**src/bsc_pkg.sv**
```systemverilog
package bsc_pkg;

	// Configuration register indexes
	typedef enum logic [2:0] {
		CFG_COEF_SIGNED_A   = 3'd0,
		CFG_COEF_UNSIGNED_A = 3'd1,
		CFG_COEF_B_PAIR     = 3'd2,
		CFG_COEF_M_PAIR     = 3'd3,
		CFG_OVERSAMPLING    = 3'd4
	} cfg_index_t;

	// Calibration set, unpacked from the configuration registers
	typedef struct packed {
		logic signed [15:0] ac1;
		logic signed [15:0] ac2;
		logic signed [15:0] ac3;
		logic        [15:0] ac4;
		logic        [15:0] ac5;
		logic        [15:0] ac6;
		logic signed [15:0] b1;
		logic signed [15:0] b2;
		logic signed [15:0] mc;
		logic signed [15:0] md;
		logic        [1:0]  oss;
	} coef_t;

	// Carried alongside the temperature divider
	typedef struct packed {
		logic [17:0] x1;
		logic [18:0] up;
		logic        neg;
		logic        fault;
	} t_side_t;

	// Carried alongside the pressure divider
	typedef struct packed {
		logic [27:0] b5;
		logic        b7_hi;
		logic        fault;
	} p_side_t;

	localparam logic [27:0] B6_OFFSET  = 28'd4000;
	localparam logic [31:0] X3_BIAS    = 32'd32768;
	localparam logic [31:0] P_SCALE    = 32'd50000;
	localparam logic [11:0] P_SQ_COEF  = 12'd3038;
	localparam logic [12:0] P_LIN_COEF = 13'd7357;   // applied with negative sign
	localparam logic [47:0] P_BIAS     = 48'd3791;
	localparam logic [27:0] TW_ROUND   = 28'd8;
	localparam logic [23:0] RECIP_5    = 24'd13421773; // ceil(2^26 / 5)
	localparam logic [18:0] RECIP_100  = 19'd335545;   // ceil(2^25 / 100)

endpackage

```
**src/bsc_div_pipe.sv**
```systemverilog
module bsc_div_pipe import bsc_pkg::*; #(
	parameter int NW = 32,
	parameter int DW = 17,
	parameter int SW = 1
) (
	input  logic          clk,
	input  logic          arst_n,
	input  logic          in_valid,
	output logic          in_ready,
	input  logic [NW-1:0] num,
	input  logic [DW-1:0] den,
	input  logic [SW-1:0] side,
	output logic          out_valid,
	input  logic          out_ready,
	output logic [NW-1:0] quot,
	output logic [DW-1:0] rem,
	output logic [DW-1:0] den_o,
	output logic [SW-1:0] side_o
);

	// One quotient bit per stage, restoring
	logic [NW-1:0] valid_q;
	logic [NW-1:0] en;
	logic [NW-1:0] valid_nxt;

	logic [DW-1:0] rem_s  [NW];
	logic [NW-1:0] num_s  [NW];
	logic [DW-1:0] den_s  [NW];
	logic [SW-1:0] side_s [NW];

	assign en[NW-1]  = !valid_q[NW-1] || out_ready;
	assign valid_nxt = {valid_q[NW-2:0], in_valid};

	genvar k;
	generate
		for (k = 0; k < NW - 1; k++) begin : g_en
			assign en[k] = !valid_q[k] || en[k+1];
		end

		for (k = 0; k < NW; k++) begin : g_stg
			logic [DW-1:0] rem_in;
			logic [NW-1:0] num_in;
			logic [DW-1:0] den_in;
			logic [SW-1:0] side_in;
			logic [DW:0]   trial;
			logic [DW:0]   diff;
			logic          ge;

			if (k == 0) begin : g_first
				assign rem_in  = '0;
				assign num_in  = num;
				assign den_in  = den;
				assign side_in = side;
			end else begin : g_next
				assign rem_in  = rem_s[k-1];
				assign num_in  = num_s[k-1];
				assign den_in  = den_s[k-1];
				assign side_in = side_s[k-1];
			end

			assign trial = {rem_in, num_in[NW-1]};
			assign diff  = trial - {1'b0, den_in};
			assign ge    = trial >= {1'b0, den_in};

			always_ff @(posedge clk) begin
				if (en[k]) begin
					rem_s[k]  <= ge ? diff[DW-1:0] : trial[DW-1:0];
					num_s[k]  <= {num_in[NW-2:0], ge};
					den_s[k]  <= den_in;
					side_s[k] <= side_in;
				end
			end
		end
	endgenerate

	always_ff @(posedge clk or negedge arst_n) begin
		if (!arst_n) begin
			valid_q <= '0;
		end else begin
			for (int i = 0; i < NW; i++) begin
				if (en[i]) valid_q[i] <= valid_nxt[i];
			end
		end
	end

	assign in_ready  = en[0];
	assign out_valid = valid_q[NW-1];
	assign quot      = num_s[NW-1];
	assign rem       = rem_s[NW-1];
	assign den_o     = den_s[NW-1];
	assign side_o    = side_s[NW-1];

endmodule

```
**config.mk**
```make
export PLATFORM = sky130hd
export DESIGN_NAME = bsc_div_pipe
export DESIGN_NICKNAME = d
export VERILOG_FILES = /design/src/bsc_pkg.sv /design/src/bsc_div_pipe.sv
export SDC_FILE = /design/constraint.sdc
export NUM_CORES = 2
export LEC_CHECK = 0
export BUFFER_PORTS_ARGS = -buffer_cell sky130_fd_sc_hd__buf_4
export CORE_AREA = 2 2 559 617
export DETAILED_ROUTE_END_ITERATION = 12
export DIE_AREA = 0 0 561 619
export GPL_TIMING_DRIVEN = 0
export HOLD_SLACK_MARGIN = 0.05
export PLACE_DENSITY = 0.44
export SYNTH_ARGS = -nofsm -noshare
export SYNTH_HDL_FRONTEND = slang
export SYNTH_SLANG_ARGS = --single-unit
```
**constraint.sdc**
```tcl
create_clock -name clk -period 18.7 [get_ports clk]
set_input_delay 0.935 -clock clk [delete_from_list [all_inputs] [get_ports clk]]
set_output_delay 0.935 -clock clk [all_outputs]
set_load 0.005 [all_outputs]
```
**Word level (Yosys, flattened, before mapping)**

Memory sizes are Yosys's and may differ from the RTL's.
Index checks and enable logic that the tools add are counted.

- Flip-flop bits (word level): 32
- Bits in latches: 0
- Memory bits (writable): 2144
- Memory bits (read-only): 0
- Bits of input ports: 54
- Output and inout bits: 69
- Word-level logic and storage cells: 260
- Memories kept: 4

- Add/sub/neg operators: 32
- $mul: 0
- Divide/modulo/power cells: 0
- Magnitude comparators: 32
- Eq/ne operators: 0
- Shift-type cells: 0
- Muxes and demuxes: 96
- Bitwise logic cells: 0
- Reduce and logical (&&, ||, !) cells: 64

Memory list:

| name | depth | width | read ports | clocked after memory_dff | write ports | line | source |
|---|---|---|---|---|---|---|---|
| num_s | 32 | 32 | 32 | 0 | 32 | bsc_div_pipe.sv:27 | `logic [NW-1:0] num_s [NW];` |
| den_s | 32 | 17 | 32 | 0 | 32 | bsc_div_pipe.sv:28 | `logic [DW-1:0] den_s [NW];` |
| rem_s | 32 | 17 | 32 | 0 | 32 | bsc_div_pipe.sv:26 | `logic [DW-1:0] rem_s [NW];` |
| side_s | 32 | 1 | 32 | 0 | 32 | bsc_div_pipe.sv:29 | `logic [SW-1:0] side_s [NW];` |

Operators with widths:

| operator | number |
|---|---|
| $ge 18x17->1 | 31 |
| $mux 17 | 32 |
| $sub 17x17->17 | 31 |
| $mux 1 | 64 |
| $logic_not 1->1 | 32 |
| $logic_or 1x1->1 | 32 |
| $ge 1x17->1 | 1 |
| $sub 1x17->17 | 1 |

**Longest topological paths before layout**

- Depth in word-level cells: 35
- Depth in mapped cells: 13
- Mapped depth without buffers: 12

**Worst setup path before layout**

OpenSTA, ideal clock, no wires.

- Path kind: input to output
- Start: input out_ready
- End: output in_ready
- Arrival time: 8.427 ns
- Data required time: 17.765 ns
- Slack: 9.338 ns
- Cell stages on the path: 11
- Path buffers: 1
- Cell sequence: and3b_1 -> buf_2 -> nand3_2 -> nor4_4 -> inv_1 -> nor2_1 -> inv_2 -> nor3_4 -> nand3_1 -> nor2_1 -> nand2_1

- Word-level cells in the longest chain between the ends: 32

RTL lines:

| element | line | source |
|---|---|---|
| start, declared | bsc_div_pipe.sv:14 | `input logic out_ready,` |
| $logic_or 1x1->1 | bsc_div_pipe.sv:31 | `assign en[NW-1] = !valid_q[NW-1] \|\| out_ready;` |
| $logic_or 1x1->1 (5 in a row) | bsc_div_pipe.sv:37 | `assign en[k] = !valid_q[k] \|\| en[k+1];` |
| net en[26] | bsc_div_pipe.sv:23 | `logic [NW-1:0] en;` |
| $logic_or 1x1->1 (13 in a row) | bsc_div_pipe.sv:37 |  |
| net en[13] | bsc_div_pipe.sv:23 |  |
| $logic_or 1x1->1 (3 in a row) | bsc_div_pipe.sv:37 |  |
| net en[10] | bsc_div_pipe.sv:23 |  |
| $logic_or 1x1->1 (8 in a row) | bsc_div_pipe.sv:37 |  |
| net en[2] | bsc_div_pipe.sv:23 |  |
| $logic_or 1x1->1 (2 in a row) | bsc_div_pipe.sv:37 |  |
| end, declared | bsc_div_pipe.sv:9 | `output logic in_ready,` |

The timed path passes the listed nets, and every way through them passes these cells.

**Worst setup path in the final report**

- Start: register valid_q[31]
- End: output in_ready

- Word-level cells in the longest chain between the ends: 33

RTL lines:

| element | line | source |
|---|---|---|
| start, declared | bsc_div_pipe.sv:22 | `logic [NW-1:0] valid_q;` |
| start signal, assigned by index | bsc_div_pipe.sv:81 | `if (en[i]) valid_q[i] <= valid_nxt[i];` |
| $logic_not 1->1 | bsc_div_pipe.sv:31 |  |
| $logic_or 1x1->1 | bsc_div_pipe.sv:31 |  |
| $logic_or 1x1->1 (5 in a row) | bsc_div_pipe.sv:37 |  |
| net en[26] | bsc_div_pipe.sv:23 |  |
| $logic_or 1x1->1 (13 in a row) | bsc_div_pipe.sv:37 |  |
| net en[13] | bsc_div_pipe.sv:23 |  |
| $logic_or 1x1->1 (3 in a row) | bsc_div_pipe.sv:37 |  |
| net en[10] | bsc_div_pipe.sv:23 |  |
| $logic_or 1x1->1 (8 in a row) | bsc_div_pipe.sv:37 |  |
| net en[2] | bsc_div_pipe.sv:23 |  |
| $logic_or 1x1->1 (2 in a row) | bsc_div_pipe.sv:37 |  |

The timed path passes the listed nets, and every way through them passes these cells.

==> metrics.txt <==
fin crit period 7.96 ns; DR vias/cell 4.54; chip height 619 um; Max Slew Vio Count 0; detailed placement HPWL 171000 um; final hold vios 0; first-pass iteration count of the detailed router 7; clk slew on worst S/H paths 0.06 ns; post-place setup slack 10.88 ns; final setup TNS 0 ns; grt total ovfl 0; P_leak 45.3 nW; Crit path required time 17.77 ns; Avg WL per Cell 18.4 um; mapped cell area 98400 um2; Max VDD drop 0.0000890 V; post-synthesis cell count 7075; GRT Util Overall 12.8%; Final Cycle Share 42.6%; Routed Wire Length 226000 um; PortBufs 122; share of cells above drive strength 1 12.9%; largest area contributor in the netlist edfxtp_1; clock skew 0.0944 ns; syn nets 7689; worst relative slew slack 18.9%; Placeable Area 341000 um2; area delta synth->final 15.9%; number of synthesized flops with an enable pin 2144; largest net degree at the start of global routing 69; CP arrival 7.03 ns; worst r2r path cells 12; htree depth 4; run status finished, final reports clean; reg2reg start valid_q[31]; die outline width 561 um; # rows 225; first-pass GRT wire length 345000 um; Hold Path Depth 1; fmax 126 MHz; Ys Warns 0; ys flop type edfxtp_1; worst-skew pair later-pin latency 0.93 ns; setup violators final 0; CTS buffer count 243; initial antenna violation count 6; RePlAce Congestion 0.867; commonest non-fill, non-tap cell in the layout edfxtp_1; most frequent cells in the layout edfxtp_1, inv_1, ha_1; Clock Tree Buf Depth 4; final hold slack 0.181 ns; synth top area cells edfxtp_1, ha_1, mux2_2; Starting Density 28.9%; Iter 0 DRT Violations 3173; post-synthesis register bit count 2176; # nets final 8087; Crit. End Element output port; ys async rst share 1.47%; Clock Sinks 2176; Post-Syn Area per Cell 13.9 um2; power density over cell area 150 nW/um2; setup ws final 10.74 ns; Ports 123; Final ANT Viol Nets 0; Hold Startpoint num[28]; hold-critical path endpoint num_s[0][29]; Setup CP Type register to output port; max cap viols 0; Root Buffer clkbuf_16; Layout Utilization 33.5%; Yosys top cell area share 65.4%; register area share after synthesis 66.2%; Hold Crit Class input pin to register; DRC 0; crit path max fanout 68; CTS tree done; die area 347000 um2; Cell variety after synth 90; R2R Path End num_s[0][5]; Reg2Reg Setup Slack 12.50 ns; Critical Path Source Type register; worst slew pin tran 1.21 ns; vias in the first global route 57400; vias 55500; post-CTS setup buffer count 0; RSZ-0062 raised after global routing no
==> worst max path at each step <==
stage                     endpoint  slack, ns  cells past startpoint         from
after floorplan           in_ready       9.34                     11    out_ready
after global placement    in_ready       3.87                     13    out_ready
after detailed placement  in_ready      10.88                     14    out_ready
after CTS                 in_ready      10.52                     13  valid_q[31]
after global routing      in_ready      10.18                     13  valid_q[31]
final                     in_ready      10.74                     13  valid_q[31]
==> timing repair <==
action | 4_1_cts | 5_1_grt
endpoints found under the hold margin | 26 | 0
hold buffers | 1 | 0
resized for setup | 0 | 0
==> synthesized netlist by cell type (9+ instances only) <==
cell type	instances
a211o_1	9
a211oi_1	46
a21boi_0	40
a21o_1	65
a21oi_1	438
a311o_1	10
a31o_2	12
a31oi_1	59
a41oi_1	10
and2_1	21
and3_1	38
buf_2	14
buf_4	27
clkbuf_1	58
dfrtp_1	32
edfxtp_1	2144
fa_1	31
ha_1	529
inv_1	704
mux2_2	279
mux2_4	18
mux2i_1	50
nand2_1	309
nand2b_1	85
nand3_1	99
nand4_1	106
nor2_1	487
nor2b_1	99
nor3_1	130
nor3b_1	10
nor4_1	28
o2111ai_1	12
o211ai_1	25
o21a_1	96
o21ai_0	237
o21ai_1	14
o21bai_1	30
o31a_1	12
o31ai_1	39
o41ai_1	11
or2_2	35
or3_1	53
xnor2_1	261
xor2_1	90
==> flip-flops by register name, summed over array words and instances, names as in the netlist <==
name	cells
side_s	32
valid_q	32
num_s	1024
den_s	544
rem_s	544
==> critical path: stages (launching register included) <==
cell	delay, ns
dfrtp_1	0.40
and3b_1	0.18
buf_2	0.27
nand3_4	0.43
nor4_4	0.78
inv_4	0.49
nor2_1	0.61
inv_4	0.26
buf_16	0.27
nor3_4	0.41
nand3_4	0.41
nor2_1	0.49
nand2_4	0.54
buf_4	0.37
==> power by group <==
group | leakage (nW) | switching, mW | internal (mW)
logic | 17.9 | 2.90 | 2.33
clock network | 3.90 | 1.97 | 2.77
registers | 23.5 | 0.509 | 6.64
==> cells by family after synthesis <==
kind of cell | synth area share (%)
mux | 4.02
buf+inv | 3.30
simple gates | 7.75
xor+xnor | 3.12
flops | 66.2
compound gates | 8.22
fa+ha+maj | 7.35
==> layer usage <==
layer | vias up | part of all wire [%] | track usage, % | wire length (um)
li1 | 27100 | - | - | -
met4 | 0 | 3.9 | 4.88 | 8880
met5 | - | 0 | 0 | 0
met2 | 1030 | 51 | 23.5 | 116000
met3 | 432 | 3.3 | 1.76 | 7520
met1 | 26900 | 41 | 15.1 | 93300
==> metrics by stage <==
stage / area (um2) / instances / power (mW)
5_1_grt: 114000 / 12200 / 18.2
4_1_cts: 114000 / 12200 / 17.4
6_report: 114000 / 12200 / 17.1
3_5_place_dp: 106000 / 11800 / 12.5
3_3_place_gp: 105000 / 11700 / 12.5
2_1_floorplan: 98400 / 7075 / 10.9
==> cell type report <==
class | count | area [um2]
Multi-Input combinational cell | 4084 | 30200
Timing Repair Buffer | 153 | 1700
Clock inverter | 170 | 1740
Sequential cell | 2176 | 65200
Buffer | 109 | 601
Inverter | 706 | 2670
Clock buffer | 282 | 6270
Tap cell | 4540 | 5680
Antenna cell | 7 | 17.5
Fill cell | 33200 | 227000
Note: power is estimated with default switching activity, not from simulation.
