## config.mk

```make
export PLATFORM = sky130hd
export DESIGN_NAME = bsc_back
export DESIGN_NICKNAME = d
export VERILOG_FILES = /design/src/bsc_pkg.sv /design/src/bsc_back.sv
export SDC_FILE = /design/constraint.sdc
export NUM_CORES = 2
export LEC_CHECK = 0
export BUFFER_PORTS_ARGS = -buffer_cell sky130_fd_sc_hd__buf_4
export CAP_MARGIN = 25
export CORE_UTILIZATION = 60
export CTS_CLUSTER_SIZE = 30
export DETAILED_ROUTE_END_ITERATION = 7
export MAX_ROUTING_LAYER = met4
export PLACE_DENSITY = 0.82
export SKIP_LAST_GASP = 1
export SLEW_MARGIN = 0
export SYNTH_ARGS = -nofsm -noshare
export SYNTH_HDL_FRONTEND = slang
export SYNTH_SLANG_ARGS = --single-unit
```

## constraint.sdc

```tcl
create_clock -name clk -period 21.8 [get_ports clk]
set_clock_uncertainty 0.05 [all_clocks]
set_input_delay 4.36 -clock clk [delete_from_list [all_inputs] [get_ports clk]]
set_output_delay 4.36 -clock clk [all_outputs]
set_load 0.03 [all_outputs]
```

## src/bsc_pkg.sv

```systemverilog
package bsc_pkg;

	// Configuration register indexes
	typedef enum logic [2:0] {
		CFG_COEF_SIGNED_A   = 3'd0,
		CFG_COEF_UNSIGNED_A = 3'd1,
		CFG_COEF_B_PAIR     = 3'd2,
		CFG_COEF_M_PAIR     = 3'd3,
		CFG_OVERSAMPLING    = 3'd4
	} cfg_index_t;

	// Calibration set, unpacked from the configuration registers
	typedef struct packed {
		logic signed [15:0] ac1;
		logic signed [15:0] ac2;
		logic signed [15:0] ac3;
		logic        [15:0] ac4;
		logic        [15:0] ac5;
		logic        [15:0] ac6;
		logic signed [15:0] b1;
		logic signed [15:0] b2;
		logic signed [15:0] mc;
		logic signed [15:0] md;
		logic        [1:0]  oss;
	} coef_t;

	// Carried alongside the temperature divider
	typedef struct packed {
		logic [17:0] x1;
		logic [18:0] up;
		logic        neg;
		logic        fault;
	} t_side_t;

	// Carried alongside the pressure divider
	typedef struct packed {
		logic [27:0] b5;
		logic        b7_hi;
		logic        fault;
	} p_side_t;

	localparam logic [27:0] B6_OFFSET  = 28'd4000;
	localparam logic [31:0] X3_BIAS    = 32'd32768;
	localparam logic [31:0] P_SCALE    = 32'd50000;
	localparam logic [11:0] P_SQ_COEF  = 12'd3038;
	localparam logic [12:0] P_LIN_COEF = 13'd7357;   // applied with negative sign
	localparam logic [47:0] P_BIAS     = 48'd3791;
	localparam logic [27:0] TW_ROUND   = 28'd8;
	localparam logic [23:0] RECIP_5    = 24'd13421773; // ceil(2^26 / 5)
	localparam logic [18:0] RECIP_100  = 19'd335545;   // ceil(2^25 / 100)

endpackage

```

## src/bsc_back.sv

```systemverilog
module bsc_back import bsc_pkg::*; (
	input  logic               clk,
	input  logic               arst_n,
	input  logic               in_valid,
	output logic               in_ready,
	input  logic        [31:0] quot,
	input  logic        [16:0] rem,
	input  logic        [16:0] den,
	input  p_side_t            side,
	output logic               out_valid,
	input  logic               out_ready,
	output logic signed [15:0] temp_tenths,
	output logic signed [12:0] temp_whole,
	output logic        [17:0] pressure_pa,
	output logic        [11:0] pressure_hpa,
	output logic               divide_fault
);

	localparam int NS = 7;

	logic [NS-1:0] valid_q;
	logic [NS-1:0] en;
	logic [NS-1:0] valid_nxt;

	logic        [32:0] q_s1, q_s2, q_s3, q_s4;
	logic signed [27:0] tv_s1;
	logic               flt_s1, flt_s2, flt_s3, flt_s4, flt_s5, flt_s6, flt_s7;
	logic        [49:0] pu2_s2;
	logic        [45:0] pm_s2;
	logic        [15:0] tt_s2, tt_s3, tt_s4, tt_s5, tt_s6, tt_s7;
	logic        [21:0] tm5_s2;
	logic               tneg_s2, tneg_s3;
	logic        [61:0] x1p_s3;
	logic        [30:0] x2_s3;
	logic        [45:0] twp_s3;
	logic        [47:0] s_s4;
	logic        [12:0] tw_s4, tw_s5, tw_s6, tw_s7;
	logic        [17:0] pa_s5, pa_s6, pa_s7;
	logic        [36:0] hp_s6;
	logic        [11:0] hpa_s7;

	logic               lowbit;
	logic        [24:0] pu;
	logic        [49:0] pu2;
	logic        [45:0] pm;
	logic signed [23:0] ts;
	logic        [27:0] tv_neg;
	logic        [27:0] tmag;
	logic        [46:0] negpm;
	logic        [61:0] x1p;
	logic        [45:0] twp;
	logic        [19:0] tq;
	logic signed [44:0] pf;
	logic        [36:0] hp;

	assign en[NS-1]  = !valid_q[NS-1] || out_ready;
	assign valid_nxt = {valid_q[NS-2:0], in_valid};

	genvar k;
	generate
		for (k = 0; k < NS - 1; k++) begin : g_en
			assign en[k] = !valid_q[k] || en[k+1];
		end
	endgenerate

	// small quotients keep the extra bit from twice the remainder
	assign lowbit = !side.b7_hi && ({rem, 1'b0} >= {1'b0, den});
	assign pu     = q_s1[32:8];
	assign pu2    = pu * pu;
	assign pm     = q_s1 * P_LIN_COEF;
	assign ts     = tv_s1[27:4];
	assign tv_neg = 28'd0 - tv_s1;
	assign tmag   = tv_s1[27] ? tv_neg : tv_s1;
	assign negpm  = 47'd0 - {1'b0, pm_s2};
	assign x1p    = pu2_s2 * P_SQ_COEF;
	assign twp    = tm5_s2 * RECIP_5;
	assign tq     = twp_s3[45:26];
	assign pf     = $signed({12'd0, q_s4}) + $signed({s_s4[47], s_s4[47:4]});
	assign hp     = pa_s5 * RECIP_100;

	always_ff @(posedge clk or negedge arst_n) begin
		if (!arst_n) begin
			valid_q <= '0;
		end else begin
			for (int i = 0; i < NS; i++) begin
				if (en[i]) valid_q[i] <= valid_nxt[i];
			end
		end
	end

	always_ff @(posedge clk) begin
		if (en[0]) begin
			q_s1   <= {quot, lowbit};
			tv_s1  <= side.b5 + TW_ROUND;
			flt_s1 <= side.fault;
		end
		if (en[1]) begin
			pu2_s2  <= pu2;
			pm_s2   <= pm;
			q_s2    <= q_s1;
			flt_s2  <= flt_s1;
			tm5_s2  <= tmag[26:5];
			tneg_s2 <= tv_s1[27];
			if (ts > 24'sd32767) tt_s2 <= 16'h7FFF;
			else if (ts < -24'sd32768) tt_s2 <= 16'h8000;
			else tt_s2 <= ts[15:0];
		end
		if (en[2]) begin
			x1p_s3  <= x1p;
			x2_s3   <= negpm[46:16];
			twp_s3  <= twp;
			q_s3    <= q_s2;
			tt_s3   <= tt_s2;
			tneg_s3 <= tneg_s2;
			flt_s3  <= flt_s2;
		end
		if (en[3]) begin
			s_s4   <= {2'b00, x1p_s3[61:16]} + {{17{x2_s3[30]}}, x2_s3} + P_BIAS;
			q_s4   <= q_s3;
			tt_s4  <= tt_s3;
			flt_s4 <= flt_s3;
			if (tneg_s3) tw_s4 <= (tq > 20'd4096) ? 13'h1000 : 13'd0 - tq[12:0];
			else tw_s4 <= (tq > 20'd4095) ? 13'h0FFF : tq[12:0];
		end
		if (en[4]) begin
			if (pf[44]) pa_s5 <= 18'd0;
			else if (pf > 45'sd262143) pa_s5 <= 18'h3FFFF;
			else pa_s5 <= pf[17:0];
			tt_s5  <= tt_s4;
			tw_s5  <= tw_s4;
			flt_s5 <= flt_s4;
		end
		if (en[5]) begin
			hp_s6  <= hp;
			pa_s6  <= pa_s5;
			tt_s6  <= tt_s5;
			tw_s6  <= tw_s5;
			flt_s6 <= flt_s5;
		end
		if (en[6]) begin
			// a zero divisor anywhere clears every result field
			tt_s7  <= flt_s6 ? 16'd0 : tt_s6;
			tw_s7  <= flt_s6 ? 13'd0 : tw_s6;
			pa_s7  <= flt_s6 ? 18'd0 : pa_s6;
			hpa_s7 <= flt_s6 ? 12'd0 : hp_s6[36:25];
			flt_s7 <= flt_s6;
		end
	end

	assign in_ready     = en[0];
	assign out_valid    = valid_q[NS-1];
	assign temp_tenths  = tt_s7;
	assign temp_whole   = tw_s7;
	assign pressure_pa  = pa_s7;
	assign pressure_hpa = hpa_s7;
	assign divide_fault = flt_s7;

endmodule

```

# Word-level counts from Yosys, hierarchy flattened
# Index checks and enable logic that the tools add are counted.
# W data, S select, Z words.
# totals
regBits	731
latch_bits	0
ram_bits	0
mem_bits_ro	0
inputBits	100
word_cells	83
mem_count	0
# classes
addsub	7
mul	5
div	0
n_lt_le_gt_ge	6
eq_ne	0
shifts	0
n_mux	6
bitwise	0
reduce_logical	16
# op_table
op	count
$mul A50 B11 Y61 const B	1
$mul A25 B25 Y50	1
$add A47 B31 Y48	1
$add A48 B12 Y48 const B	1
$sub A1 B46 Y47 const A	1
$mul A22 B24 Y46 const B	1
$mul A33 B13 Y46 const B	1
$add A34 B44 Y45	1
$gt A45 B19 Y1 const B	1
$mux W13	3
$mul A18 B19 Y37 const B	1
$add A28 B4 Y28 const B	1
$mux W27	1
$sub A1 B27 Y27 const A	1
$gt A24 B16 Y1 const B	1
$lt A24 B16 Y1 const B	1
$gt A20 B12 Y1 const B	1
$gt A20 B13 Y1 const B	1
$ge A18 B17 Y1	1
$mux W18	1
$mux W16	1
$sub A1 B13 Y13 const A	1
$logic_not A1 Y1	8
$logic_or A1 B1 Y1	7
$logic_and A1 B1 Y1	1

# Logic depth before layout (Yosys ltp)
# logic_depth
depth_word	8
depth_mapped	30
mapped_depth_nobuf	29

# Worst setup path after synthesis
# Ideal clock, no wire load.
# synth_path
path_kind	input-to-output
from	input port out_ready
to	output port in_ready
arrival_ns	8.410
required_time_ns	17.390
slack_ns	8.980
stages	4
path_buffers	0
cell_sequence	nor2b_1 -> nand3_1 -> nor2_1 -> nand4_1
# synth_between
elab_chain_len	7
# synth_rtl
item	line	text
start, declared	bsc_back.sv:11	input logic out_ready,
$logic_or A1 B1 Y1	bsc_back.sv:56	assign en[NS-1] = !valid_q[NS-1] || out_ready;
$logic_or A1 B1 Y1 (2 in series)	bsc_back.sv:62	assign en[k] = !valid_q[k] || en[k+1];
via en[4]	bsc_back.sv:22	logic [NS-1:0] en;
$logic_or A1 B1 Y1 (4 in series)	bsc_back.sv:62	
end, declared	bsc_back.sv:5	output logic in_ready,
# The timed path passes the listed nets, and every way through them passes these cells.

# Final worst setup path
# Ends and elaborated chain as after synthesis.

==> run_results.csv <==
group,metric,value,unit
synth,ys_types,78,
synth,synth_edf_count,650,
synth,synth_compound_area_share,6.25,%
clocking,worstSkewPairLatency,0.69,ns
routing,postRouteAntennaNets,0,
die,core-area,0.126,mm2
synth,synth-adder-area-share,49.0,%
clocking,root_buffer,"clkbuf_16",
synth,synth_commonest_cells,"inv_1, fa_1, ha_1, edfxtp_1, nor2_1",
synth,synth-seq-cells,657,
sta,clock.fmax,90.5,MHz
worst_setup_path,crit_path_frequent_cell,"buf_4",
place,hpwlAfterDp,134000,um
routing,dr.pass1.iters,6,
die,dieArea,0.129,mm2
global_routing,grt_pass1_wl,273000,um
synth,netlist.top_cell.by_area,"fa_1",
global_routing,grt_pass1_vias,53158,
sta,setup_viol,0,
worst_setup_path,max_stage_delay,0.58,ns
place,port_buffers,161,
global_routing,track_usage,27.7,%
clocking,hold_buffers,0,
synth,synth-simple-area-share,6.10,%
worst_setup_path,crit_type,"in2out",
status,status,"complete, no violations",
sta,slew_headroom,28.9,%
clocking,cts_tree,"done",
clocking,cts_resized,0,
global_routing,antenna_found_initial,3,
worst_setup_path,endpoint_kind,"primary output",
min_path,min_path_type,"reg2reg",
worst_setup_path,crit_fanout,50,
place,place_congestion,0.960,
synth,seq_area_frac_synth,25.7,%
routing,vias,48866,
die,fp.dieH,360,um
worst_setup_path,crit_required,17.39,ns
routing,wirelength,168000,um
synth,synth_top_area_share,32.8,%
min_path,hold_depth,0,
final_layout,fill_cells,9106,
synth,synth_top_family_by_area,"adder cells",
routing,wl_per_cell,19.1,um
sta,tightest_slew,1.06,ns
routing,drcViolationCount,0,
die,start_util,60.8,%
routing,viasPerCell,5.55,
global_routing,grt_max_degree,79,
sta,rsz0062_at_grt,"false",
worst_setup_path,cp_cell_sequence,"buf_4 -> nor2b_1 -> nand3_2 -> buf_4 -> nor2_1 -> nand4_1 -> buf_4 -> buf_4",
die,row_count,130,
die,die_x,360,um
synth,syn-cell-area,0.0767,mm2
clocking,cts_setup_buffers,0,
clocking,cts_sinks,657,
worst_setup_path,reg2reg_depth,24,
synth,synth_async_sr_flop_share,1.07,%
final_layout,multi_input_area,0.0496,mm2
synth,synthFlopType,"edfxtp_1",
sta,fin_crit_sh,50.7,%
sta,hold_violations,0,
synth,synth_xor_area_share,3.19,%
clocking,htree_levels,3,
final_layout,area_growth_syn_to_layout,7.66,%
synth,synth.area.top_cells,"fa_1, edfxtp_1, ha_1",
final_layout,drive_above_1_share,5.24,%
sta,period_needed,11.05,ns
sta,fin_hold_ws,0.346,ns
clocking,cts_buffer_depth,3,
synth,yosysMostFrequentCell,"inv_1",
global_routing,grt_overflow,0,
final_layout,nets,9445,
die,io_pins,162,
clocking,cts_made_buffers,72,
sta,drv_slew,0,
final_layout,seq_area,0.0197,mm2
synth,synth.avg_cell_area,11.1,um2
sta,totalNegativeSetupSlack,0,ns
clocking,clk_pin_slew,0.07,ns
run,drv_cap,0,
routing,drt-initial-drc-count,3130,
synth,yosysWarnings,0,
synth,yosys-mux-area-fraction,0.0799,%
worst_setup_path,worstSetupStartpointType,"input pin",
worst_setup_path,cp_slowest_cell,"nor2_1",
worst_setup_path,worstPathArrival,6.64,ns
synth,netlist_instances,6892,
-- final timing paths --
check / from / to / slack, ns
worst max-delay path: out_ready / in_ready / 10.75
worst min-delay path: tw_s5[1]$_DFFE_PP_ / tw_s6[1]$_DFFE_PP_ / 0.35
worst max register to register: q_s1[15]$_DFFE_PP_ / pu2_s2[49]$_DFFE_PP_ / 12.71
worst min register to register: tw_s5[1]$_DFFE_PP_ / tw_s6[1]$_DFFE_PP_ / 0.35
max in group asynchronous: arst_n / valid_q[2]$_DFFE_PN0P_ / 18.11
min in group asynchronous: arst_n / valid_q[6]$_DFFE_PN0P_ / 3.45
-- cells by family after synthesis --
kind of cell | Yosys count
adders and majority gates | 2250
buffers and inverters | 1982
and+or+nand+nor | 983
AOI/OAI and AO/OA | 733
DFF | 657
xor gates and xnor gates | 279
muxes | 6
other | 2
-- critical path: cells and delay by family --
kind	cells	cell delay [ns]
buf+inv	4	1.00
simple gates	4	1.25
-- routing by layer --
metal / part of all wire (%) / track usage, % / vias up
met2: 49 / 46.4 / 1658
met4: 3.9 / 9.97 / 0
met1: 40 / 34.4 / 24536
met3: 6.7 / 4.16 / 410
met5: 0 / - / -
li1: - / - / 22262
-- final cells by class --
| cell class | instances | area share, % |
|---|---|---|
| Multi-Input combinational cell | 4254 | 60.1 |
| Sequential cell | 657 | 23.8 |
| Inverter | 1896 | 8.62 |
| Tap cell | 1650 | 2.50 |
| Clock buffer | 94 | 2.34 |
| Timing Repair Buffer | 214 | 2.01 |
| Clock inverter | 40 | 0.623 |
| Antenna cell | 2 | 0.00606 |
-- stage by stage --
step	setup slack, ns	area (um2)	instances	utilization (%)
5_1_grt	10.54	82600	8807	65.4
6_report	10.75	82600	8807	65.4
4_1_cts	10.67	82500	8802	65.4
3_5_place_dp	10.69	80100	8668	63.4
2_1_floorplan	8.98	76700	6893	-
3_3_place_gp	10.74	80000	8666	63.4
-- layout by cell type, fill, tap and decap left out, types with 88 or more instances in the layout --
| cell | count |
|---|---|
| inv_1 | 1885 |
| fa_1 | 1256 |
| ha_1 | 994 |
| edfxtp_1 | 650 |
| nor2_1 | 294 |
| nand2_1 | 264 |
| buf_4 | 210 |
| a21oi_1 | 192 |
| xnor2_1 | 191 |
| o21ai_0 | 130 |
| a21o_1 | 114 |
| nor2b_1 | 91 |
| xor2_1 | 88 |
-- state kept, by name (all words and copies together) (netlist names), 31 cells and up --
register	flops
pm_s2	44
q_s4	33
pu2_s2	48
q_s2	33
q_s3	33
s_s4	44
x1p_s3	46
x2_s3	31
q_s1	33
Power is left out: the tool's default activity adds up to more than one toggle a clock period on the data nets, which glitch-free logic cannot reach.
