**config.mk**
```make
export PLATFORM = sky130hd
export DESIGN_NAME = bsc_front
export DESIGN_NICKNAME = d
export VERILOG_FILES = /design/src/bsc_pkg.sv /design/src/bsc_front.sv
export SDC_FILE = /design/constraint.sdc
export NUM_CORES = 1
export LEC_CHECK = 0
export BUFFER_PORTS_ARGS = -buffer_cell sky130_fd_sc_hd__buf_2
export CORE_UTILIZATION = 59
export CTS_CLUSTER_SIZE = 14
export DETAILED_ROUTE_END_ITERATION = 7
export PLACE_DENSITY = 0.81
export SETUP_SLACK_MARGIN = 0.2
export SYNTH_ARGS = -nofsm -noshare
export SYNTH_HDL_FRONTEND = slang
export SYNTH_SLANG_ARGS = --single-unit
```
**constraint.sdc**
```tcl
create_clock -name clk -period 6.75 [get_ports clk]
set_input_delay 1.0125 -clock clk [delete_from_list [all_inputs] [get_ports clk]]
set_output_delay 1.0125 -clock clk [all_outputs]
set_load 0.02 [all_outputs]
```
**src/bsc_pkg.sv**
```systemverilog
package bsc_pkg;

	// Configuration register indexes
	typedef enum logic [2:0] {
		CFG_COEF_SIGNED_A   = 3'd0,
		CFG_COEF_UNSIGNED_A = 3'd1,
		CFG_COEF_B_PAIR     = 3'd2,
		CFG_COEF_M_PAIR     = 3'd3,
		CFG_OVERSAMPLING    = 3'd4
	} cfg_index_t;

	// Calibration set, unpacked from the configuration registers
	typedef struct packed {
		logic signed [15:0] ac1;
		logic signed [15:0] ac2;
		logic signed [15:0] ac3;
		logic        [15:0] ac4;
		logic        [15:0] ac5;
		logic        [15:0] ac6;
		logic signed [15:0] b1;
		logic signed [15:0] b2;
		logic signed [15:0] mc;
		logic signed [15:0] md;
		logic        [1:0]  oss;
	} coef_t;

	// Carried alongside the temperature divider
	typedef struct packed {
		logic [17:0] x1;
		logic [18:0] up;
		logic        neg;
		logic        fault;
	} t_side_t;

	// Carried alongside the pressure divider
	typedef struct packed {
		logic [27:0] b5;
		logic        b7_hi;
		logic        fault;
	} p_side_t;

	localparam logic [27:0] B6_OFFSET  = 28'd4000;
	localparam logic [31:0] X3_BIAS    = 32'd32768;
	localparam logic [31:0] P_SCALE    = 32'd50000;
	localparam logic [11:0] P_SQ_COEF  = 12'd3038;
	localparam logic [12:0] P_LIN_COEF = 13'd7357;   // applied with negative sign
	localparam logic [47:0] P_BIAS     = 48'd3791;
	localparam logic [27:0] TW_ROUND   = 28'd8;
	localparam logic [23:0] RECIP_5    = 24'd13421773; // ceil(2^26 / 5)
	localparam logic [18:0] RECIP_100  = 19'd335545;   // ceil(2^25 / 100)

endpackage

```
**src/bsc_front.sv**
```systemverilog
module bsc_front import bsc_pkg::*; (
	input  logic        clk,
	input  logic        arst_n,
	input  coef_t       coef,
	input  logic        in_valid,
	output logic        in_ready,
	input  logic [15:0] raw_temperature,
	input  logic [18:0] raw_pressure,
	output logic        out_valid,
	input  logic        out_ready,
	output logic [26:0] num,
	output logic [17:0] den,
	output t_side_t     side
);

	localparam int NS = 4;

	logic [NS-1:0] valid_q;
	logic [NS-1:0] en;
	logic [NS-1:0] valid_nxt;

	logic signed [16:0] dt_s1;
	logic        [18:0] up_s1;
	logic signed [33:0] prod_s2;
	logic        [18:0] up_s2;
	logic        [17:0] x1_s3;
	logic        [18:0] dv_s3;
	logic        [18:0] up_s3;
	logic        [17:0] x1_s4;
	logic        [18:0] up_s4;
	logic        [26:0] nmag_s4;
	logic        [17:0] dmag_s4;
	logic               neg_s4;
	logic               fault_s4;

	logic signed [33:0] prod;
	logic        [18:0] dv_neg;
	logic        [15:0] mc_neg;
	logic        [15:0] mc_mag;

	assign en[NS-1]  = !valid_q[NS-1] || out_ready;
	assign valid_nxt = {valid_q[NS-2:0], in_valid};

	genvar k;
	generate
		for (k = 0; k < NS - 1; k++) begin : g_en
			assign en[k] = !valid_q[k] || en[k+1];
		end
	endgenerate

	assign prod   = dt_s1 * $signed({1'b0, coef.ac5});
	assign dv_neg = 19'd0 - dv_s3;
	assign mc_neg = 16'd0 - coef.mc;
	assign mc_mag = coef.mc[15] ? mc_neg : coef.mc;

	always_ff @(posedge clk or negedge arst_n) begin
		if (!arst_n) begin
			valid_q <= '0;
		end else begin
			for (int i = 0; i < NS; i++) begin
				if (en[i]) valid_q[i] <= valid_nxt[i];
			end
		end
	end

	always_ff @(posedge clk) begin
		if (en[0]) begin
			dt_s1 <= $signed({1'b0, raw_temperature}) - $signed({1'b0, coef.ac6});
			up_s1 <= raw_pressure;
		end
		if (en[1]) begin
			prod_s2 <= prod;
			up_s2   <= up_s1;
		end
		if (en[2]) begin
			x1_s3 <= prod_s2[32:15];
			dv_s3 <= {prod_s2[32], prod_s2[32:15]} + {{3{coef.md[15]}}, coef.md};
			up_s3 <= up_s2;
		end
		if (en[3]) begin
			x1_s4    <= x1_s3;
			up_s4    <= up_s3;
			nmag_s4  <= {mc_mag, 11'd0};
			dmag_s4  <= dv_s3[18] ? dv_neg[17:0] : dv_s3[17:0];
			neg_s4   <= coef.mc[15] ^ dv_s3[18];
			fault_s4 <= (dv_s3 == 19'd0);
		end
	end

	assign in_ready   = en[0];
	assign out_valid  = valid_q[NS-1];
	assign num        = nmag_s4;
	assign den        = dmag_s4;
	assign side.x1    = x1_s4;
	assign side.up    = up_s4;
	assign side.neg   = neg_s4;
	assign side.fault = fault_s4;

endmodule

```
* Yosys cells after proc, flatten, opt, wreduce, memory -nomap -nowiden
Index checks and enable logic that the tools add are counted.
** Cells by class
- Bitwise logic cells :: 1
- Order comparisons :: 0
- Divide/modulo/power cells :: 0
- Equal/unequal tests :: 0
- Multiply operators :: 1
- Shift-type cells :: 0
- $add $sub $neg :: 4
- Reduce and logical (&&, ||, !) cells :: 9
- Muxes and demuxes :: 2
** Operators by type and width (number)
- multiplier 17 x 17 -> 33 bit :: 1
- adder 18 x 16 -> 19 bit :: 1
- logical NOT 19 bit :: 1
- 2-to-1 mux 18 bit :: 1
- subtractor 1 x 18 -> 18 bit (first input constant) :: 1
- subtractor 16 x 16 -> 17 bit :: 1
- subtractor 1 x 16 -> 16 bit (first input constant) :: 1
- 2-to-1 mux 15 bit :: 1
- logical NOT 1 bit :: 4
- logical OR 1 bit :: 4
- XOR 1 bit :: 1
** Storage, ports and cells
- Word-level logic and storage cells :: 35
- Bits of input ports :: 201
- Register bits :: 221
- Bits in latches :: 0
- Bits in read-only memories :: 0
- Output and inout port bits :: 86
- Memories kept :: 0
- RAM bits :: 0

* Logic depth before layout (Yosys ltp)
Gate-level depths: netlist (run 1).
- Depth after elaboration :: 5
- Mapped depth :: 24
- Mapped depth without buffers :: 22

* Least setup slack after synthesis (run 1)
OpenSTA, ideal clock, no wires.
- Kind :: input-to-reg
- Start point :: input coef[91] (netlist bit)
- End point :: register prod_s2[25] (data pin)
- Buffers on the path :: 2
- Slack :: 0.210 ns
- Library setup time :: 0.262 ns
- Data required time :: 6.488 ns
- Arrival :: 6.278 ns
- Stages :: 22
- Path through :: clkbuf_1 clkbuf_1 nand2_1 fa_1 inv_1 fa_1 inv_1 fa_1 inv_1 fa_1 fa_1 fa_1 ha_1 a21o_1 nand2_1 o31ai_1 o21ai_2 o21ai_2 a221o_1 a21oi_2 o21bai_1 xor2_1
** Between the ends
- Word-level cells in the longest chain between the ends :: 1
** RTL lines
- start: declaration :: RTL line bsc_front.sv:4 : input coef_t coef,
- multiplier 17 x 17 -> 33 bit :: RTL line bsc_front.sv:51 : assign prod = dt_s1 * $signed({1'b0, coef.ac5});
- via prod[25] :: RTL line bsc_front.sv:36 : logic signed [33:0] prod;
- end signal: assignment :: RTL line bsc_front.sv:72 : prod_s2 <= prod;
- end: declaration :: RTL line bsc_front.sv:24 : logic signed [33:0] prod_s2;
The timed path passes the listed nets, and every way through them passes these cells.
A chain may end at the register's enable or synchronous reset.

* Worst setup path after layout (run 1)
- Start point :: input coef[84] (netlist bit)
- End point :: register prod_s2[32] (data pin)
The elaborated chain is that of the path after synthesis.

==> flow_summary.ini, run 1 <==
[logic_synthesis]
synthSimpleGateAreaFrac = 0.111
synth_async_sr_flop_share = 0.0194
synth_area_um2 = 18400
synth_edf_count = 202
ys.flop_type = edfxtp_1
syn-mean-instance-area_um2 = 11.2
synth_top_family_by_area = adder cells
synth_compound_area_frac = 0.0449
yosysSeqAreaShare = 0.335
netlist_instances = 1641
synth.top_cells.by_area = edfxtp_1, fa_1, ha_1
synth_top_cell_by_area = edfxtp_1
muxShareOfSynthArea = 0
yosys_warnings = 0
ys_types = 57
synth_fa_ha_area_frac = 0.378
yosysTopAreaCellShare = 0.330
synth_xor_area_frac = 0.0395
synth_seq_cells = 206

[timing]
fmax_mhz = 159
rsz0062_at_grt = yes
whs_ns = 0.291
min_period_over_period = 0.935
period_minus_slack_ns = 6.31
worstMarginPinSlew_ns = 0.982
setup_viol = 0
hold_viol = 0
finClkSkew_ns = 0.0208
drv_slew = 0
tns_ns = 0
slew_headroom = 0.344

[setup_path]
critPathMaxStageDelay_ns = 0.65
critPathRequiredTime_ns = 7.00
worst_setup_path_start_kind = input port
cp_cell_sequence = buf_2, buf_4, nand2_1, inv_1, fa_2, inv_1, fa_2, clkinvlp_4, fa_1, fa_1, fa_1, inv_1, fa_1, inv_1, ha_1, o21a_1, nor2_2, nor2_1, nand3_4, a31oi_2, nor2_1, xnor2_1
critPathTopFamily = adder cells
worstSetupPathType = input port to flip-flop
worst-r2r-cell-count = 20
r2r_end = prod_s2[32]
reg2reg_from = dt_s1[16]
r2r_slack_ns = 0.49
cp-end-kind = flip-flop
slowest_stage = fa_2
timing.critical_path.buf_inv = 7
crit_fanout = 6
cp.arrival_ns = 6.56

[detailed_routing]
route.met3.wl_mm = 2.47
wl_mm = 36.0
drc = 0
routed-wl-met2_mm = 17.9
drt-vias-per-instance = 5.21
dr.pass1.iters = 5
met1_length_mm = 14.9
dr_total_vias = 11800
dr.max_layer_used = met4
routedWlPerCell_um = 15.9
drt-initial-drc-count = 617
ant_nets = 0

[placed_design]
gp_congestion = 0.848
post_dp_cell_area_um2 = 19900
portBuffers = 177
dp_hpwl_mm = 29.0

[cells_and_area]
syn_to_final_growth_pct = 12.7
drive_gt1_frac = 0.156
nets = 2448
seqCellArea_um2 = 6170
final_util = 0.676
multi_input_area_um2 = 10600
final_area_um2 = 20700
n_fill_cell = 2205

[clocking]
hold_buffers = 0
numClockSinks = 206
cts-root-buf = clkbuf_16
cts_buffers = 21
clk_pin_slew_ns = 0.06
cts_tree = built
worstSkewPairLatency_ns = 0.52
clk_path_buf_depth = 3
cts-htree-levels = 1

[grt]
grt_pass1_wl_mm = 58.9
grt_max_degree = 67
track_usage = 0.236
grt_pass1_vias = 12500
antenna_found_initial = 0
overflow = 0

[floorplan]
die_w_um = 179
fp.dieArea_um2 = 31900
start_util = 0.600
chipHeight_um = 179
io_pins = 287
row_count = 64
core_um2 = 30700

[outcome]
status = finished clean

[run]
maxCapViolations = 0

[hold_path]
hold_class = input port to async pin
[metrics by stage]
stage	worst slack, ns	instances
floorplan	0.210	1651
global placement	-0.0258	2220
detailed placement	-0.151	2220
CTS	0.293	2258
global route	0.179	2266
finish	0.442	2267
[cell usage in the layout (no fill, tap or decap), drive strengths merged, types with 5 or more instances in the layout]
cell,count
ha,118
nor2,35
edfxtp,202
buf,232
a21o,12
nand2,169
o31ai,10
o21a,6
a21oi,26
nor3,12
and3,5
clkinv,7
fa,274
xnor2,64
xor2,19
and2,141
clkbuf,26
a21boi,5
inv,383
conb,11
o21ai,27
nand2b,7
a31oi,12
or3,7
nand3,13
[layer usage]
| metal | vias up | GRT usage |
|---|---|---|
| met5 | - | 0 |
| met2 | 421 | 0.410 |
| met1 | 5845 | 0.306 |
| met3 | 63 | 0.0403 |
| li1 | 5490 | - |
| met4 | 0 | 0.0646 |
[flip-flops by register name (all words and copies together) (netlist names)]
signal and cells:
den 18, dt_s1 17, dv_s3 19, fault_s4 1
neg_s4 1, num 16, prod_s2 18, up_s1 19
up_s2 19, up_s3 19, up_s4 19, valid_q 4
x1_s3 18, x1_s4 18
[timing repair]
action,in CTS,in global routing
setup buffers,0,8
setup endpoints to repair,0,7
gates resized for setup,0,11
[area by class of cell]
class	instances	share of cell area
multi-input combinational	1012	0.513
sequential	206	0.297
inverter	382	0.0693
timing repair buffer	232	0.0626
clock buffer	26	0.0262
tap	396	0.0239
clock inverter	12	0.00700
antenna	1	0.000121
[kinds of logic after synthesis]
family                     count (synthesis)
xor gates and xnor gates                  83
AOI/OAI and AO/OA                        118
buffers and inverters                    433
DFF                                      206
and+or+nand+nor                          408
other                                      1
adders and majority gates                392
[how the worst max path moves through the flow]
stage | from | endpoint | slack [ns] | depth (start not counted)
after global placement | coef[84] | prod_s2[25] | -0.03 | 21
after CTS | dt_s1[5] | prod_s2[32] | 0.29 | 22
after global routing | coef[84] | prod_s2[31] | 0.18 | 21
after detailed placement | coef[84] | prod_s2[32] | -0.15 | 23
after floorplan | coef[91] | prod_s2[25] | 0.21 | 22
final | coef[84] | prod_s2[32] | 0.44 | 22
[synth_stat cells (7+ instances only)]
cell type,number
inv_1,382
fa_1,274
edfxtp_1,202
nand2_1,169
and2_1,141
ha_1,118
xnor2_1,64
clkbuf_1,37
nor2_1,34
a21oi_1,23
xor2_1,19
buf_4,13
nand3_1,13
o21ai_1,13
a21o_1,12
a31oi_1,11
nor3_1,10
o21ai_0,10
o31ai_1,10
nand2b_1,7
or3_1,7
[worst register-to-register path: cells and delay by family, from the launching register on]
kind            cells  cell delay, ns
fa+ha+maj           7            3.70
simple gates        5            0.66
flops               1            0.62
buf+inv             5            0.52
compound gates      2            0.37
xor+xnor            1            0.13
Power of run 1 is not shown: default switching activity piles up to over one toggle a cycle in this logic, so the estimate is an artifact.
==> run 2, diff against run 1 <==
RECOVER_POWER = 100   (was unset)
==> run 2 against run 1 <==
Worst setup slack got worse by 0.048 ns. First-iteration DRC count is 5.0% higher. Critical path depth unchanged. The flow now finishes with violations (max-capacitance violations, max-slew violations). Clock skew about the same. Utilization decreased by 0.58 points.
==> flow_summary.ini, run 2 (synthesis results as in run 1) <==
[setup_path]
critPathMaxStageDelay_ns = 0.66
crit_fanout = 6
timing.critical_path.buf_inv = 7
worstSetupPathType = input port to flip-flop
worst_setup_path_start_kind = input port
critPathTopFamily = adder cells
cp-end-kind = flip-flop
cp.arrival_ns = 6.61
slowest_stage = fa_2
critPathRequiredTime_ns = 7.00
cp_cell_sequence = clkbuf_1, buf_4, nand2_1, inv_1, fa_2, inv_1, fa_2, clkinvlp_4, fa_1, inv_1, fa_1, fa_1, fa_1, inv_1, ha_1, o21a_1, nor2_2, nor2_1, nand3_4, a31oi_2, nor2_1, xnor2_1
r2r_slack_ns = 0.49

[detailed_routing]
wl_mm = 36.0
dr.pass1.iters = 5
dr_total_vias = 11800
routedWlPerCell_um = 15.9
drt-initial-drc-count = 648
ant_nets = 0
drc = 0
drt-vias-per-instance = 5.21

[placed_design]
post_dp_cell_area_um2 = 19900
portBuffers = 177
dp_hpwl_mm = 29.0
gp_congestion = 0.848

[clocking]
cts-htree-levels = 1
cts-root-buf = clkbuf_16
cts_tree = built
cts_buffers = 21
worstSkewPairLatency_ns = 0.52
hold_buffers = 0
numClockSinks = 206
clk_pin_slew_ns = 0.06
clk_path_buf_depth = 3

[timing]
worstMarginPinSlew_ns = 3.45
fmax_mhz = 157
rsz0062_at_grt = yes
finClkSkew_ns = 0.0206
min_period_over_period = 0.942
slew_headroom = -1.30
hold_viol = 0
period_minus_slack_ns = 6.36
setup_viol = 0
drv_slew = 195

[outcome]
violations = max-capacitance violations, max-slew violations
status = finished, violations left

[cells_and_area]
final_cell_mix = inv_1, fa_1, edfxtp_1
final_area_um2 = 20600
multi_input_area_um2 = 10600
nets = 2448
n_fill_cell = 2269
seqCellArea_um2 = 6170
final_common_cell = inv_1
drive_gt1_frac = 0.103
syn_to_final_growth_pct = 11.7

[floorplan]
core_um2 = 30700
row_count = 64
chipHeight_um = 179
io_pins = 287
fp.dieArea_um2 = 31900
start_util = 0.600
die_w_um = 179

[hold_path]
hold_class = input port to async pin

[grt]
grt_max_degree = 67
track_usage = 0.236
grt_pass1_vias = 12500
grt_pass1_wl_mm = 58.9
overflow = 0
antenna_found_initial = 0

[run]
maxCapViolations = 4
[run 2: changes by cell type in the layout (fill, tap and decap cells not counted), sizes merged]
cell / before / now
clkbuf: 26 / 115
buf: 232 / 143
[run 2: per-layer routing]
metal | wire length [µm] | track usage
met4 | 729 | 0.0646
met5 | 0 | 0
met2 | 17900 | 0.410
met1 | 14900 | 0.306
met3 | 2540 | 0.0403
[run 2: area by class of cell]
class / instances / area share
Inverter: 382 / 0.0699
Multi-Input combinational cell: 1012 / 0.515
Timing Repair Buffer: 232 / 0.0575
Sequential cell: 206 / 0.300
Tap cell: 396 / 0.0241
Clock buffer: 26 / 0.0265
Antenna cell: 1 / 0.000122
Clock inverter: 12 / 0.00706
[run 2: path summary, 6_finish.rpt]
path | from | end | depth (start not counted)
max | coef[84] | prod_s2[32] | 22
min | arst_n | valid_q[2] | 1
max reg2reg | dt_s1[16] | prod_s2[32] | 20
min reg2reg | x1_s3[4] | x1_s4[4] | 0
max in group asynchronous | arst_n | valid_q[3] | 1
min in group clk | x1_s3[4] | x1_s4[4] | 0
[run 2: what timing repair did]
item                                   CTS  global route
endpoints found under the hold margin    0             0
resized for setup                        0            11
buffers inserted                         0             8
setup endpoints to repair                0             7
[run 2: through the flow]
| step | worst slack, ns | util | instances | TNS, ns | hold slack (ns) |
|---|---|---|---|---|---|
| floorplan | 0.210 | - | 1651 | 0 | 0.400 |
| global placement | -0.0258 | 0.650 | 2220 | -0.0419 | 0.401 |
| detailed placement | -0.151 | 0.650 | 2220 | -0.497 | 0.405 |
| CTS | 0.293 | 0.673 | 2258 | 0 | 0.281 |
| global route | 0.102 | 0.670 | 2266 | 0 | 0.314 |
| finish | 0.394 | 0.670 | 2267 | 0 | 0.314 |
Power of run 2 is left out for the same reason.
==> run 3, diff against run 2 <==
BUFFER_PORTS_ARGS = unset   (was -buffer_cell sky130_fd_sc_hd__buf_2)
CORE_UTILIZATION = 60   (was 59)
DONT_BUFFER_PORTS = 1   (was unset)
MAX_ROUTING_LAYER = met4   (was unset)
PLACE_DENSITY = 0.74   (was 0.81)
==> run 3 against run 2 <==
The run still ends with max-capacitance violations, max-slew violations left. First-iteration DRC count grew 0.93%. Design area shrank 5.5%. Hold slack lost 0.10 ns. Utilization shrank 2.0 points. Count of clock-buffer cells in the layout shrank 2. Clock skew shrank 0.011 ns. Highest routed layer unchanged.
==> flow_summary.ini, run 3 (synthesis results as in run 1) <==
[detailed_routing]
dr_total_vias = 10900
drt-initial-drc-count = 654
dr.pass1.iters = 5
ant_nets = 0
drt-vias-per-instance = 5.32
routedWlPerCell_um = 16.5
wl_mm = 33.8
drc = 0

[run]
maxCapViolations = 3

[clocking]
clk_path_buf_depth = 3
clk_pin_slew_ns = 0.06
cts_buffers = 21
cts_tree = built
cts_resized = 0
numClockSinks = 206
worstSkewPairLatency_ns = 0.50
cts-htree-levels = 1
cts-root-buf = clkbuf_16

[setup_path]
crit_start = dt_s1[5]
cp_cell_sequence = buf_4, and2_0, fa_1, inv_1, fa_1, inv_1, fa_1, fa_1, fa_1, fa_1, ha_1, a21o_1, nand2_1, a221oi_1, o21ai_2, o211ai_2, nand3_1, a31oi_1, nor2_1, xnor2_1
reg2reg_from = dt_s1[5]
critPathRequiredTime_ns = 6.99
worstSetupPathType = flip-flop to flip-flop
cp-end-kind = flip-flop
crit_top_cell = fa_1
timing.critical_path.buf_inv = 3
crit_fanout = 9
critPathMaxStageDelay_ns = 0.58
cp.arrival_ns = 6.60
slowest_stage = edfxtp_1
worst_setup_path_start_kind = flip-flop
critPathTopFamily = adder cells

[placed_design]
numPlacedInstances = 2012
gp_congestion = 0.871
portBuffers = 0
dpl_worst_slack_ns = 0.00578
dp_hpwl_mm = 27.7

[cells_and_area]
finalNonFillerCells = 2052
nets = 2242
drive_gt1_frac = 0.0337
final_cell_mix = inv_1, fa_1, edfxtp_1
n_fill_cell = 2253
final_util = 0.650
antenna_cells = 0
final_common_cell = inv_1
syn_to_final_growth_pct = 5.58

[timing]
fin_ws_ns = 0.388
fmax_mhz = 157
rsz0062_at_grt = yes
period_minus_slack_ns = 6.36
finClkSkew_ns = 0.00996
slew_headroom = -1.57
hold_viol = 0
worstMarginPinSlew_ns = 3.86
drv_slew = 166
setup_viol = 0
tns_ns = 0
min_period_over_period = 0.943

[grt]
antenna_found_initial = 0
grt_pass1_wl_mm = 56.3
track_usage = 0.234
grt_pass1_vias = 11700
grt_max_degree = 74
overflow = 0

[outcome]
status = finished, violations left
violations = max-capacitance violations, max-slew violations

[hold_path]
hold_class = input port to async pin

[floorplan]
die_w_um = 177
row_count = 63
fp.dieArea_um2 = 31400
start_util = 0.616
core_um2 = 29900
chipHeight_um = 177
io_pins = 287
-- run 3: cell types whose count changed in the layout (fill, tap and decap cells not counted), moves of 2 or more --
| cell | before | now |
|---|---|---|
| clkbuf_1 | 91 | 7 |
| clkinv_1 | 4 | 7 |
| fa_2 | 2 | 0 |
| buf_2 | 95 | 0 |
| fa_1 | 272 | 274 |
| clkbuf_4 | 3 | 1 |
| clkinv_4 | 2 | 0 |
| bufinv_16 | 3 | 1 |
| buf_4 | 48 | 21 |
| clkinv_2 | 1 | 3 |
-- run 3: stage by stage --
stage	instance area (µm²)	hold slack, ns
6_report	19400	0.210
5_1_grt	19400	0.186
4_1_cts	19500	0.192
3_5_place_dp	18900	0.405
3_3_place_gp	18900	0.400
2_1_floorplan	18400	0.400
-- run 3: worst register-to-register path, cell delays in order, from the launching register on --
cell,delay (ns)
edfxtp_1,0.58
buf_4,0.26
and2_0,0.18
fa_1,0.53
inv_1,0.05
fa_1,0.52
inv_1,0.05
fa_1,0.49
fa_1,0.43
fa_1,0.51
fa_1,0.42
ha_1,0.38
a21o_1,0.16
nand2_1,0.09
a221oi_1,0.32
o21ai_2,0.16
o211ai_2,0.30
nand3_1,0.21
a31oi_1,0.26
nor2_1,0.08
xnor2_1,0.12
-- run 3: final cells by class --
class                      instances  area [µm²]  area share
timing repair buffer              26         180     0.00928
clock inverter                    12        85.1     0.00438
multi-input combinational       1012       10500       0.542
inverter                         382        1430      0.0738
clock buffer                      24         537      0.0276
tap                              390         488      0.0251
sequential                       206        6170       0.317
-- run 3: path summary, 6_finish.rpt --
path | to | slack [ns] | cells after the start
min in group clk | up_s2[15] | 0.41 | 0
worst max-delay path | prod_s2[32] | 0.39 | 20
worst max register to register | prod_s2[32] | 0.39 | 20
max in group asynchronous | valid_q[1] | 6.47 | 0
worst min register to register | up_s2[15] | 0.41 | 0
worst min-delay path | valid_q[3] | 0.21 | 0
-- run 3: timing repair --
action / CTS / global route
hold buffers: 0 / 0
endpoints found under the hold margin: 0 / 0
setup endpoints to repair: 0 / 2
setup buffers: 0 / 4
-- run 3: routing by layer --
metal	GRT usage	vias up	wire length (µm)
li1	-	5079	-
met3	0.0357	36	2340
met4	0.0413	0	464
met5	-	-	0
met1	0.310	5464	14600
met2	0.386	342	16400
Power of run 3 is left out for the same reason.
